<file path="src/rtl/core/nwt_pkg.sv">
// ----------------------------------------------------------------------------
// nwt_pkg
// Shared types and constants for the number to word tokens block.
// ----------------------------------------------------------------------------
package nwt_pkg;

	localparam int BIN_W      = 31;
	localparam int BCD_DIGITS = 10;
	localparam int BCD_W      = 4 * BCD_DIGITS;
	localparam int CNT_W      = 5;
	localparam int TOK_W      = 5;

	localparam logic [CNT_W-1:0] CNT_LAST = CNT_W'(BIN_W - 1);

	localparam logic [TOK_W-1:0] TOK_ZERO     = 5'd0;
	localparam logic [TOK_W-1:0] TOK_TWENTY   = 5'd20;
	localparam logic [TOK_W-1:0] TOK_HUNDRED  = 5'd28;
	localparam logic [TOK_W-1:0] TOK_THOUSAND = 5'd29;
	localparam logic [TOK_W-1:0] TOK_MILLION  = 5'd30;
	localparam logic [TOK_W-1:0] TOK_BILLION  = 5'd31;

	localparam logic [1:0] GP_UNITS     = 2'd0;
	localparam logic [1:0] GP_THOUSANDS = 2'd1;
	localparam logic [1:0] GP_MILLIONS  = 2'd2;
	localparam logic [1:0] GP_BILLIONS  = 2'd3;

	typedef enum logic [1:0] {
		ST_IDLE,
		ST_CONVERT,
		ST_EMIT
	} state_t;

	typedef enum logic [2:0] {
		PH_HUND_DIGIT,
		PH_HUNDRED,
		PH_REST,
		PH_UNIT,
		PH_SCALE
	} phase_t;

endpackage

</file>
<file path="src/rtl/core/number_to_word_tokens.sv">
// ----------------------------------------------------------------------------
// number_to_word_tokens
// Spells a 31-bit unsigned integer as a run of English word tokens.
// ----------------------------------------------------------------------------
// Input channel: in_valid/in_ready with value. One beat is one number.
// Output channel: out_valid/out_ready with word_token and last_word. Each
// number gives 1 to 16 beats in reading order; last_word marks the final one.
// The number first runs through a shift-add-3 binary to BCD converter, one
// input bit per cycle. A sequencer then walks the four groups (billions
// down to units), five steps per group, one step a cycle unless a token
// waits on a stalled output, loading a token into the output register on
// steps that produce one, and stops on the final token: at most 19 steps.
// in_ready is high again once the final token sits in the output register.
// The output register holds a token while out_ready is low; the sequencer
// waits on it and resumes when the beat is taken.
// Reset (arst_n low) empties the output register and returns to idle.
// ----------------------------------------------------------------------------
module number_to_word_tokens (
	input  logic                       clk,
	input  logic                       arst_n,
	input  logic                       in_valid,
	output logic                       in_ready,
	input  logic [nwt_pkg::BIN_W-1:0]  value,
	output logic                       out_valid,
	input  logic                       out_ready,
	output logic [nwt_pkg::TOK_W-1:0]  word_token,
	output logic                       last_word
);

	nwt_pkg::state_t                 state_q, state_d;
	nwt_pkg::phase_t                 phase_q, phase_nx;
	logic [1:0]                      gp_q;
	logic [nwt_pkg::CNT_W-1:0]       cnt_q;
	logic [nwt_pkg::BIN_W-1:0]       bin_q;
	logic [nwt_pkg::BCD_W-1:0]       bcd_q, bcd_adj;
	logic                            zero_q;
	logic                            out_valid_q;
	logic [nwt_pkg::TOK_W-1:0]       tok_q;
	logic                            last_q;

	logic [3:0]                      dh, dt, du;
	logic                            lower_nz, h_nz, r_nz, r_big, more;
	logic [nwt_pkg::TOK_W-1:0]       r_small, scale_tok;
	logic                            tok_emit, tok_last, slot_free, step, load_out, done;
	logic [nwt_pkg::TOK_W-1:0]       tok;

	// Add 3 to every BCD digit of five or more before the shift.
	always_comb begin
		bcd_adj = bcd_q;
		for (int i = 0; i < nwt_pkg::BCD_DIGITS; i++) begin
			if (bcd_q[4*i +: 4] >= 4'd5) begin
				bcd_adj[4*i +: 4] = bcd_q[4*i +: 4] + 4'd3;
			end
		end
	end

	// Select the digits of the current group.
	always_comb begin
		case (gp_q)
			nwt_pkg::GP_BILLIONS: begin
				dh = 4'd0; dt = 4'd0; du = bcd_q[39:36];
				lower_nz  = |bcd_q[35:0];
				scale_tok = nwt_pkg::TOK_BILLION;
			end
			nwt_pkg::GP_MILLIONS: begin
				dh = bcd_q[35:32]; dt = bcd_q[31:28]; du = bcd_q[27:24];
				lower_nz  = |bcd_q[23:0];
				scale_tok = nwt_pkg::TOK_MILLION;
			end
			nwt_pkg::GP_THOUSANDS: begin
				dh = bcd_q[23:20]; dt = bcd_q[19:16]; du = bcd_q[15:12];
				lower_nz  = |bcd_q[11:0];
				scale_tok = nwt_pkg::TOK_THOUSAND;
			end
			default: begin
				dh = bcd_q[11:8]; dt = bcd_q[7:4]; du = bcd_q[3:0];
				lower_nz  = 1'b0;
				scale_tok = nwt_pkg::TOK_ZERO;
			end
		endcase
	end

	assign h_nz    = (dh != 4'd0);
	assign r_nz    = (dt != 4'd0) || (du != 4'd0);
	assign r_big   = (dt > 4'd2) || ((dt == 4'd2) && (du != 4'd0));
	assign r_small = 5'({dt[1:0], 3'b000}) + 5'({dt[1:0], 1'b0}) + 5'(du);

	// Token and lookahead for the current step.
	always_comb begin
		tok_emit = 1'b0;
		tok      = nwt_pkg::TOK_ZERO;
		more     = 1'b0;
		phase_nx = nwt_pkg::PH_HUND_DIGIT;
		if (zero_q) begin
			tok_emit = 1'b1;
		end else begin
			case (phase_q)
				nwt_pkg::PH_HUND_DIGIT: begin
					tok_emit = h_nz;
					tok      = 5'(dh);
					more     = 1'b1;
					phase_nx = nwt_pkg::PH_HUNDRED;
				end
				nwt_pkg::PH_HUNDRED: begin
					tok_emit = h_nz;
					tok      = nwt_pkg::TOK_HUNDRED;
					more     = r_nz || (gp_q != nwt_pkg::GP_UNITS);
					phase_nx = nwt_pkg::PH_REST;
				end
				nwt_pkg::PH_REST: begin
					tok_emit = r_nz;
					tok      = r_big ? (nwt_pkg::TOK_TWENTY + 5'(dt) - 5'd2) : r_small;
					more     = (r_big && (du != 4'd0)) || (gp_q != nwt_pkg::GP_UNITS);
					phase_nx = nwt_pkg::PH_UNIT;
				end
				nwt_pkg::PH_UNIT: begin
					tok_emit = r_big && (du != 4'd0);
					tok      = 5'(du);
					more     = (gp_q != nwt_pkg::GP_UNITS);
					phase_nx = nwt_pkg::PH_SCALE;
				end
				nwt_pkg::PH_SCALE: begin
					tok_emit = (gp_q != nwt_pkg::GP_UNITS) && (h_nz || r_nz);
					tok      = scale_tok;
					phase_nx = nwt_pkg::PH_HUND_DIGIT;
				end
				default: begin
					phase_nx = nwt_pkg::PH_HUND_DIGIT;
				end
			endcase
		end
	end

	assign tok_last = zero_q || (!more && !lower_nz);

	// Control outputs.
	always_comb begin
		in_ready  = (state_q == nwt_pkg::ST_IDLE);
		slot_free = !out_valid_q || out_ready;
		step      = (state_q == nwt_pkg::ST_EMIT) && (!tok_emit || slot_free);
		load_out  = step && tok_emit;
		done      = step && ((tok_emit && tok_last) ||
			((gp_q == nwt_pkg::GP_UNITS) && (phase_q == nwt_pkg::PH_SCALE)));
	end

	// Next state.
	always_comb begin
		state_d = state_q;
		case (state_q)
			nwt_pkg::ST_IDLE: begin
				if (in_valid) state_d = nwt_pkg::ST_CONVERT;
			end
			nwt_pkg::ST_CONVERT: begin
				if (cnt_q == nwt_pkg::CNT_LAST) state_d = nwt_pkg::ST_EMIT;
			end
			nwt_pkg::ST_EMIT: begin
				if (done) state_d = nwt_pkg::ST_IDLE;
			end
			default: state_d = nwt_pkg::ST_IDLE;
		endcase
	end

	always_ff @(posedge clk or negedge arst_n) begin
		if (!arst_n) begin
			state_q     <= nwt_pkg::ST_IDLE;
			phase_q     <= nwt_pkg::PH_HUND_DIGIT;
			gp_q        <= nwt_pkg::GP_UNITS;
			cnt_q       <= '0;
			bcd_q       <= '0;
			zero_q      <= 1'b0;
			out_valid_q <= 1'b0;
		end else begin
			state_q <= state_d;
			if (in_valid && in_ready) begin
				zero_q  <= (value == '0);
				cnt_q   <= '0;
				bcd_q   <= '0;
				gp_q    <= nwt_pkg::GP_BILLIONS;
				phase_q <= nwt_pkg::PH_HUND_DIGIT;
			end
			if (state_q == nwt_pkg::ST_CONVERT) begin
				cnt_q <= cnt_q + 1'b1;
				bcd_q <= {bcd_adj[nwt_pkg::BCD_W-2:0], bin_q[nwt_pkg::BIN_W-1]};
			end
			if (step) begin
				phase_q <= phase_nx;
				if (phase_q == nwt_pkg::PH_SCALE) gp_q <= gp_q - 2'd1;
			end
			if (load_out) begin
				out_valid_q <= 1'b1;
			end else if (out_ready) begin
				out_valid_q <= 1'b0;
			end
		end
	end

	// Payload registers: shift the binary value, hold the output beat.
	always_ff @(posedge clk) begin
		if (in_valid && in_ready) begin
			bin_q <= value;
		end else if (state_q == nwt_pkg::ST_CONVERT) begin
			bin_q <= {bin_q[nwt_pkg::BIN_W-2:0], 1'b0};
		end
		if (load_out) begin
			tok_q  <= tok;
			last_q <= tok_last;
		end
	end

	assign out_valid  = out_valid_q;
	assign word_token = tok_q;
	assign last_word  = last_q;

endmodule

</file>
<file path="config.mk">
export PLATFORM = sky130hd
export DESIGN_NAME = number_to_word_tokens
export DESIGN_NICKNAME = d
export VERILOG_FILES = /design/src/rtl/core/nwt_pkg.sv /design/src/rtl/core/number_to_word_tokens.sv
export SDC_FILE = /design/constraint.sdc
export NUM_CORES = 1
export LEC_CHECK = 0
export BUFFER_PORTS_ARGS = -buffer_cell sky130_fd_sc_hd__buf_2
export CAP_MARGIN = 20
export CORE_MARGIN = 4
export CORE_UTILIZATION = 60
export DETAILED_ROUTE_END_ITERATION = 10
export PLACE_DENSITY = 0.88
export SYNTH_ARGS = -nofsm -noshare
export SYNTH_HDL_FRONTEND = slang
export SYNTH_SLANG_ARGS = --single-unit
</file>
<file path="constraint.sdc">
create_clock -name clk -period 3.6 [get_ports clk]
set_input_delay 0 -clock clk [delete_from_list [all_inputs] [get_ports clk]]
set_output_delay 0 -clock clk [all_outputs]
set_load 0.03 [all_outputs]
</file>
# --- Word-level counts from Yosys, hierarchy flattened ---
# Index checks and enable logic that the tools add are counted.
classes:
  add_sub_neg: 16
  n_lt_le_gt_ge: 11
  n_eq_ne: 14
  n_mux: 40
  reduce_logical: 39
op_table:
  columns: ["operator", "count"]
  rows:
  - ["2-to-1 mux 40 bit", 2]
  - ["2-to-1 mux 31 bit", 2]
  - [">= comparator 4 x 3 -> 1 bit (second input constant)", 10]
  - ["adder 4 x 2 -> 4 bit (second input constant)", 9]
  - ["2-to-1 mux 4 bit", 9]
  - ["one-hot mux 4 bit (3 select lines)", 3]
  - ["OR reduction 36 bit", 1]
  - ["logical NOT 31 bit", 1]
  - ["one-hot mux 5 bit (5 select lines)", 1]
  - ["OR reduction 24 bit", 1]
  - ["2-to-1 mux 5 bit", 3]
  - ["one-hot mux 5 bit (3 select lines)", 1]
  - ["2-to-1 mux 2 bit", 6]
  - ["2-to-1 mux 3 bit", 4]
  - ["one-hot mux 3 bit (4 select lines)", 1]
  - ["nonzero test 4 bit", 3]
  - ["OR reduction 12 bit", 1]
  - ["logical AND 1 bit", 10]
  - ["logical OR 1 bit", 9]
  - ["one-hot mux 1 bit (4 select lines)", 2]
  - ["nonzero test 2 bit", 4]
  - ["equality test 2 bit (second input constant)", 3]
  - ["equality test 3 x 2 -> 1 bit (second input constant)", 2]
  - ["!= test 2 bit (second input constant)", 3]
  - ["21 further kinds", 29]
totals:
  ff_bits: 91
  inputBits: 35
  output_inout_bits: 8
  wordCells: 130

# --- Depth between registers and ports, before layout ---
# Gate-level depths: netlist (run 1).
logic_depth:
  depth_word: 17
  ltp_mapped: 13

# --- Least setup slack after synthesis (run 1) ---
# OpenSTA, ideal clock, no wires.
synth_path:
  path_type: "reg-to-reg"
  from: "reg state_q[1]"
  to: "reg bcd_q[11] in the netlist's numbering"
  arrival_time_ps: 2798
  path_slack_ps: 680
  path_stages_with_launch: 7
  cell_sequence: "dfrtp_1 -> nor2_1 -> nand2_1 -> nand2_1 -> clkbuf_1 -> o31ai_1 -> a32o_1"
synth_via:
  elab_chain_cells: 3
synth_lines:
  columns: ["element", "line_no", "rtl"]
  rows:
  - ["start: declaration", "number_to_word_tokens.sv:30", "nwt_pkg::state_t state_q, state_d;"]
  - ["start signal: assignment", "number_to_word_tokens.sv:165", "state_q <= nwt_pkg::ST_IDLE;"]
  - ["start signal: assignment", "number_to_word_tokens.sv:173", "state_q <= state_d;"]
  - ["logical NOT 2 bit", "number_to_word_tokens.sv:138", "in_ready = (state_q == nwt_pkg::ST_IDLE);"]
  - ["via in_ready", "number_to_word_tokens.sv:22", "output logic in_ready,"]
  - ["logical AND 1 bit", "number_to_word_tokens.sv:174", "if (in_valid && in_ready) begin"]
  - ["nonzero test 2 bit (no source line)", null, null]
  - ["end signal: assignment", "number_to_word_tokens.sv:183", "bcd_q <= {bcd_adj[nwt_pkg::BCD_W-2:0], bin_q[nwt_pkg::BIN_W-1]};"]
  - ["end: declaration", "number_to_word_tokens.sv:35", "logic [nwt_pkg::BCD_W-1:0] bcd_q, bcd_adj;"]
# The timed path passes the listed nets, and every way through them passes these cells.
# A chain may end at the register's enable or synchronous reset.

# --- Worst setup path in the final report (run 1) ---
layout_path:
  from: "reg gp_q[0]"
  to: "reg tok_q (netlist bit word_token[1]), enable pin"
layout_via:
  elab_chain_cells: 12
layout_lines:
  columns: ["element", "line_no", "rtl"]
  rows:
  - ["start: declaration", "number_to_word_tokens.sv:32", "logic [1:0] gp_q;"]
  - ["start signal: assignment", "number_to_word_tokens.sv:167", "gp_q <= nwt_pkg::GP_UNITS;"]
  - ["start signal: assignment", "number_to_word_tokens.sv:178", "gp_q <= nwt_pkg::GP_BILLIONS;"]
  - ["start signal: assignment", "number_to_word_tokens.sv:187", "if (phase_q == nwt_pkg::PH_SCALE) gp_q <= gp_q - 2'd1;"]
  - ["parallel branches: the longest is 6 deep, another holds greater-than comparator 4 x 2 -> 1 bit", null, null]
  - ["one-hot mux 1 bit (4 select lines) *", "number_to_word_tokens.sv:97", "case (phase_q)"]
  - ["2-to-1 mux 1 bit *", "number_to_word_tokens.sv:94", "if (zero_q) begin"]
  - ["logical NOT 1 bit", "number_to_word_tokens.sv:140", "step = (state_q == nwt_pkg::ST_EMIT) && (!tok_emit || slot_free);"]
  - ["logical OR 1 bit", "number_to_word_tokens.sv:140", null]
  - ["logical AND 1 bit", "number_to_word_tokens.sv:140", null]
  - ["logical AND 1 bit *", "number_to_word_tokens.sv:141", "load_out = step && tok_emit;"]
  - ["via load_out", "number_to_word_tokens.sv:44", "logic tok_emit, tok_last, slot_free, step, load_out, done;"]
  - ["end signal: assignment", "number_to_word_tokens.sv:205", "tok_q <= tok;"]
  - ["end: declaration", "number_to_word_tokens.sv:38", "logic [nwt_pkg::TOK_W-1:0] tok_q;"]
# Mark *: on every way through the listed nets, which the timed path passes.

==> metrics.md, run 1 <==
| Metric | Value |
|---|---|
| Setup slack after layout | 0.247 ns |
| Final Wtd Congestion | 0.932 |
| Largest family of logic cells by synthesized area | simple AND/OR/NAND/NOR gates |
| Initial antenna violation count | 2 |
| Fillers | 620 |
| Worst slew margin | 52.6% |
| Peak VDD IR | 0.000469 V |
| Total negative setup slack | 0 ns |
| Register area | 2460 um^2 |
| Compound-gate portion of the synthesized area | 17.8% |
| CTS tree | done |
| Number of I/O pins | 43 |
| Multi-input gate area | 2860 um^2 |
| Layout Nets | 740 |
| Largest net degree at the start of global routing | 74 |
| TritonCTS Buffers | 9 |
| Initial Utilization | 62.7% |
| Setup Viol. Count Final | 0 |
| Synth area leaders | dfrtp_1, edfxtp_1, ha_1 |
| Worst reg2reg startpoint | gp_q[0] |
| Clock Path Buffers | 2 |
| CP startpoint kind | flop |
| Vias/cell | 6.41 |
| Synthesized instance count | 600 |
| Post-synth EDFFs | 37 |
| Global-route wire length before repair | 24.5 mm |
| Vias in the first global route | 4947 |
| #FFs+latches synth | 91 |
| Syn Area/Cell | 9.29 um^2 |
| DRC viols | 0 |
| Fin. max-slew vios | 0 |
| LEAKAGE | 2.80 nW |
| Vias | 5014 |
| CTS root buf | clkbuf_8 |
| Detailed Place HPWL | 9.26 mm |
| Area share of fa/ha/maj cells after synthesis | 8.71% |
| FP Rows | 34 |
| Ys async rst share | 59.3% |
| Xor/xnor cell area share of the yosys netlist | 2.36% |
| Area share of the largest cell type after synthesis | 24.2% |
| Final non-filler cell total | 782 |
| Routed length per instance | 19.2 um |
| Net Count, Synth | 673 |
| Reg clk slew, reported paths | 0.10 ns |
| Antenna-violating nets left | 0 |
| Outcome | complete, no violations |
| Iter 0 DRT Violations | 622 |
| Fin Hold WS | 0.293 ns |
| H-tree depth | 3 |
| Syn. warnings | 0 |
| Layout cells sized above 1 | 12.1% |
| Full die area | 10900 um^2 |
| Die W | 104 um |
| Min-delay worst type | input port to async pin |
| # Max-Cap Violations | 0 |
| PortBufs | 42 |
| Mux share of post-synthesis cell area | 2.45% |
| Most frequent cell after synthesis | nand2_1 |
| CP Capture Type | flop |
| Fin. Hold Viols | 0 |
| Clock Sinks | 91 |
| Top cells by count, synth | nand2_1, dfrtp_1, o21ai_0 |
| Clk_lat worst skew | 0.38 ns |
| Source of the critical timing path | gp_q[0] |
| Cell variety after synth | 63 |
| Post-Syn Area | 5570 um^2 |
| Die height | 104 um |
| Final Critical Period | 3.35 ns |
| CP Max Fanout | 15 |
| Synth area leader | dfrtp_1 |
| R2R setup slack | 0.25 ns |
| Tcrit/Tclk final | 93.1% |
| Worst-Margin Slew | 0.711 ns |
| Achievable clock frequency | 0.298 GHz |
| WP data required | 3.62 ns |
| Gr ovfl total | 0 |
| Data arrival, critical path | 3.37 ns |
| Power per standard cell area | 868 nW/um^2 |
| Overall routing resource usage | 27.8% |
| Routed WL | 15.0 mm |
| Post-Synth Simple-Gate Area | 19.8% |
| Placed cells | 730 |
| Critical path class | flop to flop |
| Seq/Total Area, Yosys | 44.2% |
| Worst slack, placed | 0.239 ns |
| Placed cell areas | 5830 um^2 |
| Post-CTS Setup Inserts | 0 |
| Final setup skew | 0.0181 ns |
| Layout area overhead | 15.0% |
| Area of the core | 8890 um^2 |
| Design area | 6410 um^2 |
| Predominant post-synthesis flop cell | dfrtp_1 |
| RSZ-0062 raised after global routing | false |
| First-pass DRT Iterations | 8 |
[worst max-delay path, stage by stage, from the launching register on]
cell	delay, ns
dfrtp_1	0.43
inv_1	0.10
ha_1	0.50
a222oi_1	0.22
mux2i_2	0.43
nor4_4	0.12
a311o_1	0.33
o311a_2	0.16
or2_2	0.32
nor2b_1	0.39
[final cells by class]
type / instances / share of cell area (%)
clock inverters: 6 / 1.52
inverters: 29 / 1.70
clock buffers: 10 / 1.99
multi-input cells: 452 / 44.6
well taps: 108 / 2.11
repair buffers: 84 / 9.53
flip-flops and latches: 91 / 38.4
diodes: 2 / 0.0781
[final timing paths]
check | depth (start not counted) | end
setup / recovery | 9 | word_token[1]
hold / removal | 3 | bcd_q[12]
setup reg to reg | 9 | word_token[1]
hold reg to reg | 2 | bcd_q[0]
max in group asynchronous | 3 | phase_q[1]
min in group clk | 4 | bin_q[17]
[flip-flops by register name, summed over array words and instances (netlist names)]
register and flops:
bcd_q 40, bin_q 31, cnt_q 5, gp_q 2
last_word 1, out_valid 1, phase_q 3, state_q 2
word_token 5, zero_q 1
[placed cells by master (no fill, tap or decap), drive strengths merged, types with 3 or more instances in the layout]
cell type / synthesis / final
a21oi: 36 / 36
a221oi: 6 / 6
a222oi: 4 / 4
a22oi: 4 / 4
a31oi: 3 / 3
a32o: 10 / 10
and2: 3 / 3
buf: 6 / 50
clkbuf: 21 / 10
dfrtp: 54 / 54
dlygate4sd3: 0 / 34
edfxtp: 37 / 37
ha: 38 / 38
inv: 29 / 31
mux2i: 11 / 11
nand2: 112 / 112
nand2b: 10 / 10
nand3: 29 / 29
nand4: 6 / 6
nor2: 36 / 36
nor2b: 8 / 8
nor3: 9 / 9
nor4: 8 / 8
o211ai: 5 / 5
o21a: 3 / 3
o21ai: 42 / 42
o22ai: 3 / 3
o31ai: 15 / 15
o32ai: 7 / 7
xnor2: 11 / 11
xor2: 4 / 4
[power breakdown]
part	internal [mW]	switching [mW]	total [mW]	leakage [nW]
logic	1.10	1.53	2.62	1.62
clock network	0.402	0.421	0.823	0.107
registers	1.61	0.506	2.12	1.07
total	3.11	2.45	5.56	2.80
[timing repair]
action,in CTS,in global routing
endpoints found under the setup margin,0,6
endpoints found under the hold margin,87,0
hold buffers,34,0
resized for setup,0,1
[kinds of logic after synthesis]
kind of cell / Yosys count
AO/OA/AOI/OAI: 148
XOR/XNOR: 15
adder cells (fa/ha/maj): 39
buffers and inverters: 57
flip-flops: 91
multiplexers: 13
AND/OR/NAND/NOR: 237
[metal layers]
layer  vias to the layer above  wire length (um)  global-route usage (%)
li1                       2301                 -                       -
met1                      2360              5970                    34.9
met2                       280              7150                    46.5
met3                        73              1130                    5.71
met4                         0               757                    12.3
met5                         -                 0                       0
[metrics by stage]
step | utilization, % | total power [mW]
after CTS | 72.0 | 5.45
after detailed placement | 65.6 | 4.61
final | 72.1 | 5.56
after global placement | 65.6 | 4.45
after global routing | 72.1 | 5.99
after floorplan | - | 3.94
(Power assumes the default switching activity.)
==> inputs of run 2 (changes only) <==
- BUFFER_PORTS_ARGS: -buffer_cell sky130_fd_sc_hd__buf_2 -> default
- DONT_BUFFER_PORTS: default -> 1
- PLACE_DENSITY: 0.88 -> 0.84
==> run 2 against run 1 <==
- total power shrank 3.0%
- non-clock buffer count shrank 40
- via count shrank 5.3%
- global-route usage shrank 2.3 points
- combinational power shrank 2%
- worst setup slack gained 0.078 ns
- largest power group unchanged
- highest routed layer unchanged
- fmax grew 2.4%
- first-iteration DRC count shrank 24%
==> metrics.md, run 2 (same netlist as run 1, synthesis figures left out) <==
| Metric | Value |
|---|---|
| Outcome | complete, no violations |
| Global-route wire length before repair | 22.6 mm |
| Clock Path Buffers | 2 |
| WL met2 | 6.57 mm |
| First-pass DRT Iterations | 6 |
| PortBufs | 0 |
| Critical path class | flop to flop |
| Largest net degree at the start of global routing | 74 |
| Die height | 104 um |
| Sw power | 2.38 mW |
| Multi-input gate area | 2860 um^2 |
| Internal power | 3.01 mW |
| Worst slack, placed | 0.408 ns |
| LEAKAGE | 2.64 nW |
| Iter 0 DRT Violations | 471 |
| Full die area | 10900 um^2 |
| Sw Share | 44.1% |
| Most frequent cells in the layout | nand2_1, dfrtp_1, o21ai_0, ha_1, edfxtp_1 |
| Achievable clock frequency | 0.305 GHz |
| Routed length per instance | 18.5 um |
| Clk pwr share | 13.5% |
| ANT cells | 0 |
| Layout area overhead | 11.2% |
| Placed cell areas | 5630 um^2 |
| Tcrit/Tclk final | 91.0% |
| Clk_lat worst skew | 0.37 ns |
| Met1 wire length | 5.76 mm |
| Final Util | 69.7% |
| Worst-Margin Slew | 0.794 ns |
| Total negative setup slack | 0 ns |
| Design area | 6200 um^2 |
| RSZ-0062 raised after global routing | false |
| Power per standard cell area | 871 nW/um^2 |
| # Max-Cap Violations | 0 |
| CP startpoint kind | flop |
| Reg clk slew, reported paths | 0.10 ns |
| DR WL met3 | 979 um |
| Routed WL | 13.7 mm |
| Detailed Place HPWL | 8.72 mm |
| CP Max Fanout | 21 |
| Resized cells post-CTS | 0 |
| Vias | 4746 |
| Slowest CP cell | ha_1 |
| Area of the core | 8890 um^2 |
| Layout cells sized above 1 | 6.33% |
| Setup slack after layout | 0.325 ns |
| Fin. Hold Viols | 0 |
| FP Rows | 34 |
| Final setup skew | 0.00989 ns |
| Reg with most FFs | bcd_q |
| Critical path, cell by cell | inv_1 -> ha_1 -> a221oi_1 -> a21oi_1 -> nor2_1 -> a311o_1 -> o311a_2 -> or2_2 -> nor2b_1 -> buf_4 |
| Initial antenna violation count | 0 |
| Top Layer Used | met4 |
| TritonCTS Buffers | 9 |
| Antenna-violating nets left | 0 |
| Layout Nets | 700 |
| Comb power frac | 47.5% |
| Commonest non-fill, non-tap cell in the layout | nand2_1 |
| Top flop regs | bcd_q x40, bin_q x31 |
| Setup Viol. Count Final | 0 |
| Final Critical Period | 3.27 ns |
| Die W | 104 um |
| Fillers | 609 |
| CP peak stage delay | 0.68 ns |
| Initial Utilization | 62.7% |
| WP data required | 3.70 ns |
| Final Wtd Congestion | 0.951 |
| Data arrival, critical path | 3.37 ns |
| CTS root buf | clkbuf_8 |
| Fin. max-slew vios | 0 |
| H-tree depth | 3 |
| Peak VDD IR | 0.000564 V |
| Flop pwr share | 38.9% |
| DRC viols | 0 |
| Min-delay worst type | input port to flop |
| Gr ovfl total | 0 |
| Clock Sinks | 91 |
| Number of I/O pins | 43 |
| CP Capture Type | flop |
| CTS tree | done |
| Worst slew margin | 47.1% |
| Max reg flops | 40 |
| Vias/cell | 6.41 |
| Vias in the first global route | 4508 |
| Register area | 2460 um^2 |
| Overall routing resource usage | 25.6% |
run 2: changes by cell type in the layout (fill, tap and decap cells not counted), moves of 2 or more:
cell,change
inv_8,-2
diode_2,-2
buf_2,-42
inv_6,+2
run 2: critical path: cells and delay by family, from the launching register on:
kind / cells / cell delay (ns)
and+or+nand+nor: 3 / 0.58
adders and majority gates: 1 / 0.68
AOI/OAI and AO/OA: 4 / 1.03
DFF: 1 / 0.44
buffers and inverters: 2 / 0.26
run 2: power by group through the flow:
stage	logic [mW]	clock network, mW	registers (mW)
final	2.57	0.730	2.10
after CTS	2.53	0.727	2.07
after detailed placement	2.45	0	2.09
after floorplan	2.02	0	1.92
after global routing	2.91	0.771	2.15
after global placement	2.34	0	2.08
run 2: worst paths after layout:
path,depth (start not counted),start,to,slack (ns)
worst min-delay path,4,value[11],zero_q,0.04
worst max-delay path,10,gp_q[0],word_token[1],0.33
worst max register to register,10,gp_q[0],word_token[1],0.33
min in group asynchronous,2,arst_n,bcd_q[4],0.16
max in group asynchronous,2,arst_n,bcd_q[37],3.21
worst min register to register,1,state_q[1],state_q[0],0.50
run 2: area by class of cell:
class,count,share of cell area (%)
multi-input combinational,452,46.1
sequential,91,39.7
timing repair buffer,44,7.03
tap,108,2.18
clock buffer,10,2.06
inverter,29,1.76
clock inverter,6,1.15
run 2: what timing repair did:
action | CTS | global route
hold buffers | 35 | 0
setup buffers | 0 | 0
endpoints found under the hold margin | 88 | 0
run 2: layer usage:
| layer | up-vias | global-route usage (%) |
|---|---|---|
| met3 | 49 | 5.28 |
| met4 | 0 | 9.88 |
| li1 | 2217 | - |
| met5 | - | 0 |
| met1 | 2250 | 33.5 |
| met2 | 230 | 41.7 |
run 2: stage by stage:
| stage | instances | hold slack, ns | power [mW] |
|---|---|---|---|
| after floorplan | 600 | -0.296 | 3.94 |
| after global placement | 689 | -0.293 | 4.41 |
| after detailed placement | 689 | -0.294 | 4.54 |
| after CTS | 740 | 0.00433 | 5.33 |
| after global routing | 740 | 0.0480 | 5.83 |
| final | 740 | 0.0445 | 5.40 |
==> inputs of run 3 (changes only) <==
- CORE_UTILIZATION: 60 -> 58
- clock period: 3.6 -> 3 ns (I/O delays scaled with it)
==> run 3 against run 2 <==
- critical path depth rose by 1
- largest power group unchanged
- clock-buffer cell count unchanged
- sequential cell count unchanged
- largest cell class unchanged
- highest routed layer unchanged
==> metrics.md, run 3 (same netlist as run 1, synthesis figures left out) <==
| Metric | Value |
|---|---|
| CP Capture Type | flop |
| Top flop regs | bcd_q x40, bin_q x31 |
| Fin. Hold Viols | 0 |
| Tcrit/Tclk final | 96.6% |
| CTS root buf | clkbuf_8 |
| Fin. max-slew vios | 0 |
| Layout Nets | 715 |
| Final Wtd Congestion | 0.918 |
| Max reg flops | 40 |
| Die height | 106 um |
| Gr ovfl total | 0 |
| CP startpoint kind | flop |
| Placed cell areas | 5780 um^2 |
| Layout cells sized above 1 | 9.27% |
| Overall routing resource usage | 26.2% |
| Global-route wire length before repair | 23.5 mm |
| Worst-Margin Slew | 0.672 ns |
| Most frequent cells in the layout | nand2_1, dfrtp_1, o21ai_0, edfxtp_1 |
| First-pass DRT Iterations | 6 |
| DRC viols | 0 |
| WP data required | 3.24 ns |
| Largest net degree at the start of global routing | 74 |
| Outcome | complete, no violations |
| Commonest non-fill, non-tap cell in the layout | nand2_1 |
| # Max-Cap Violations | 0 |
| R2R setup slack | 0.10 ns |
| CP peak stage delay | 0.52 ns |
| Vias in the first global route | 4702 |
| Fillers | 678 |
| Peak VDD IR | 0.000480 V |
| Register area | 2460 um^2 |
| Vias/cell | 6.27 |
| Final Critical Period | 2.90 ns |
| Setup Viol. Count Final | 0 |
| Clk_lat worst skew | 0.38 ns |
| Multi-input gate area | 2880 um^2 |
| Achievable clock frequency | 0.345 GHz |
| Initial Utilization | 60.0% |
| H-tree depth | 3 |
| Full die area | 11200 um^2 |
| Vias | 4868 |
| Min-delay worst type | input port to async pin |
| LEAKAGE | 2.74 nW |
| Die W | 106 um |
| Worst reg2reg startpoint | gp_q[0] |
| Routed WL | 14.6 mm |
| Slowest CP cell | or4_1 |
| PortBufs | 0 |
| Design area | 6400 um^2 |
| Critical path class | flop to flop |
| Worst R2R Path Depth | 11 |
| Clock Sinks | 91 |
| Worst slew margin | 55.2% |
| Number of I/O pins | 43 |
| Reg clk slew, reported paths | 0.09 ns |
| CTS tree | done |
| CP Max Fanout | 11 |
| Critical path, cell by cell | inv_1 -> ha_2 -> buf_4 -> a22oi_1 -> o21ai_0 -> or4_1 -> a31oi_1 -> o311a_2 -> buf_4 -> o21ai_0 -> mux2i_1 |
| Fin Hold WS | 0.117 ns |
| RR Endpoint | gp_q[0] |
| Iter 0 DRT Violations | 530 |
| Initial antenna violation count | 0 |
| Layout area overhead | 14.9% |
| FP Rows | 35 |
| Overall power | 6.85 mW |
| Total negative setup slack | 0 ns |
| Area of the core | 9280 um^2 |
| RSZ-0062 raised after global routing | false |
| Detailed Place HPWL | 9.22 mm |
| Power per standard cell area | 1070 nW/um^2 |
| Data arrival, critical path | 3.14 ns |
| Reg with most FFs | bcd_q |
| Clock Path Buffers | 2 |
| Final setup skew | 0.0181 ns |
| Final Util | 69.0% |
| Antenna-violating nets left | 0 |
| ANT cells | 0 |
| Routed length per instance | 18.8 um |
| TritonCTS Buffers | 9 |
## run 3: worst max-delay path by stage
stage	start	end	slack (ns)	cells after the start
floorplan	state_q[1]	bcd_q[11]	0.08	6
global placement	gp_q[0]	word_token[2]	0.16	9
detailed placement	gp_q[0]	state_q[1]	0.06	11
CTS	gp_q[0]	last_word	0.04	9
global route	gp_q[0]	state_q[1]	0.01	11
finish	gp_q[0]	gp_q[0]	0.10	11
## run 3: area by class of cell
cell class                      count  area share (%)
Timing Repair Buffer               59            8.95
Clock inverter                      6            1.48
Sequential cell                    91            38.4
Multi-Input combinational cell    452            44.9
Clock buffer                       10            1.99
Tap cell                          129            2.52
Inverter                           29            1.70
## run 3: repair_timing
action	4_1_cts	5_1_grt
endpoints found under the setup margin	0	15
gates resized for setup	0	6
hold buffers	35	0
buffers inserted	0	2
hold endpoints to repair	88	0
## run 3: worst max-delay path: cells and delay by family, from the launching register on
kind | cells | cell delay (ns)
buffers and inverters | 3 | 0.40
AO/OA/AOI/OAI | 5 | 0.98
flip-flops | 1 | 0.42
AND/OR/NAND/NOR | 1 | 0.52
adder cells (fa/ha/maj) | 1 | 0.27
multiplexers | 1 | 0.18
## run 3: per-stage QoR
stage,cells,worst slack (ns)
6_report,776,0.101
5_1_grt,776,0.0125
4_1_cts,774,0.0397
3_5_place_dp,723,0.0611
3_3_place_gp,723,0.162
2_1_floorplan,600,0.0802
## run 3: report_power, final
| group | switching (mW) | internal, mW | total [mW] |
|---|---|---|---|
| combinational | 1.90 | 1.47 | 3.37 |
| sequential | 0.585 | 1.93 | 2.52 |
| clock | 0.487 | 0.479 | 0.966 |
## run 3: per-layer routing
layer,global-route usage (%),wire (um)
met2,44.2,7270
met3,4.74,919
met4,11.6,507
met5,0,0
met1,32.9,5870
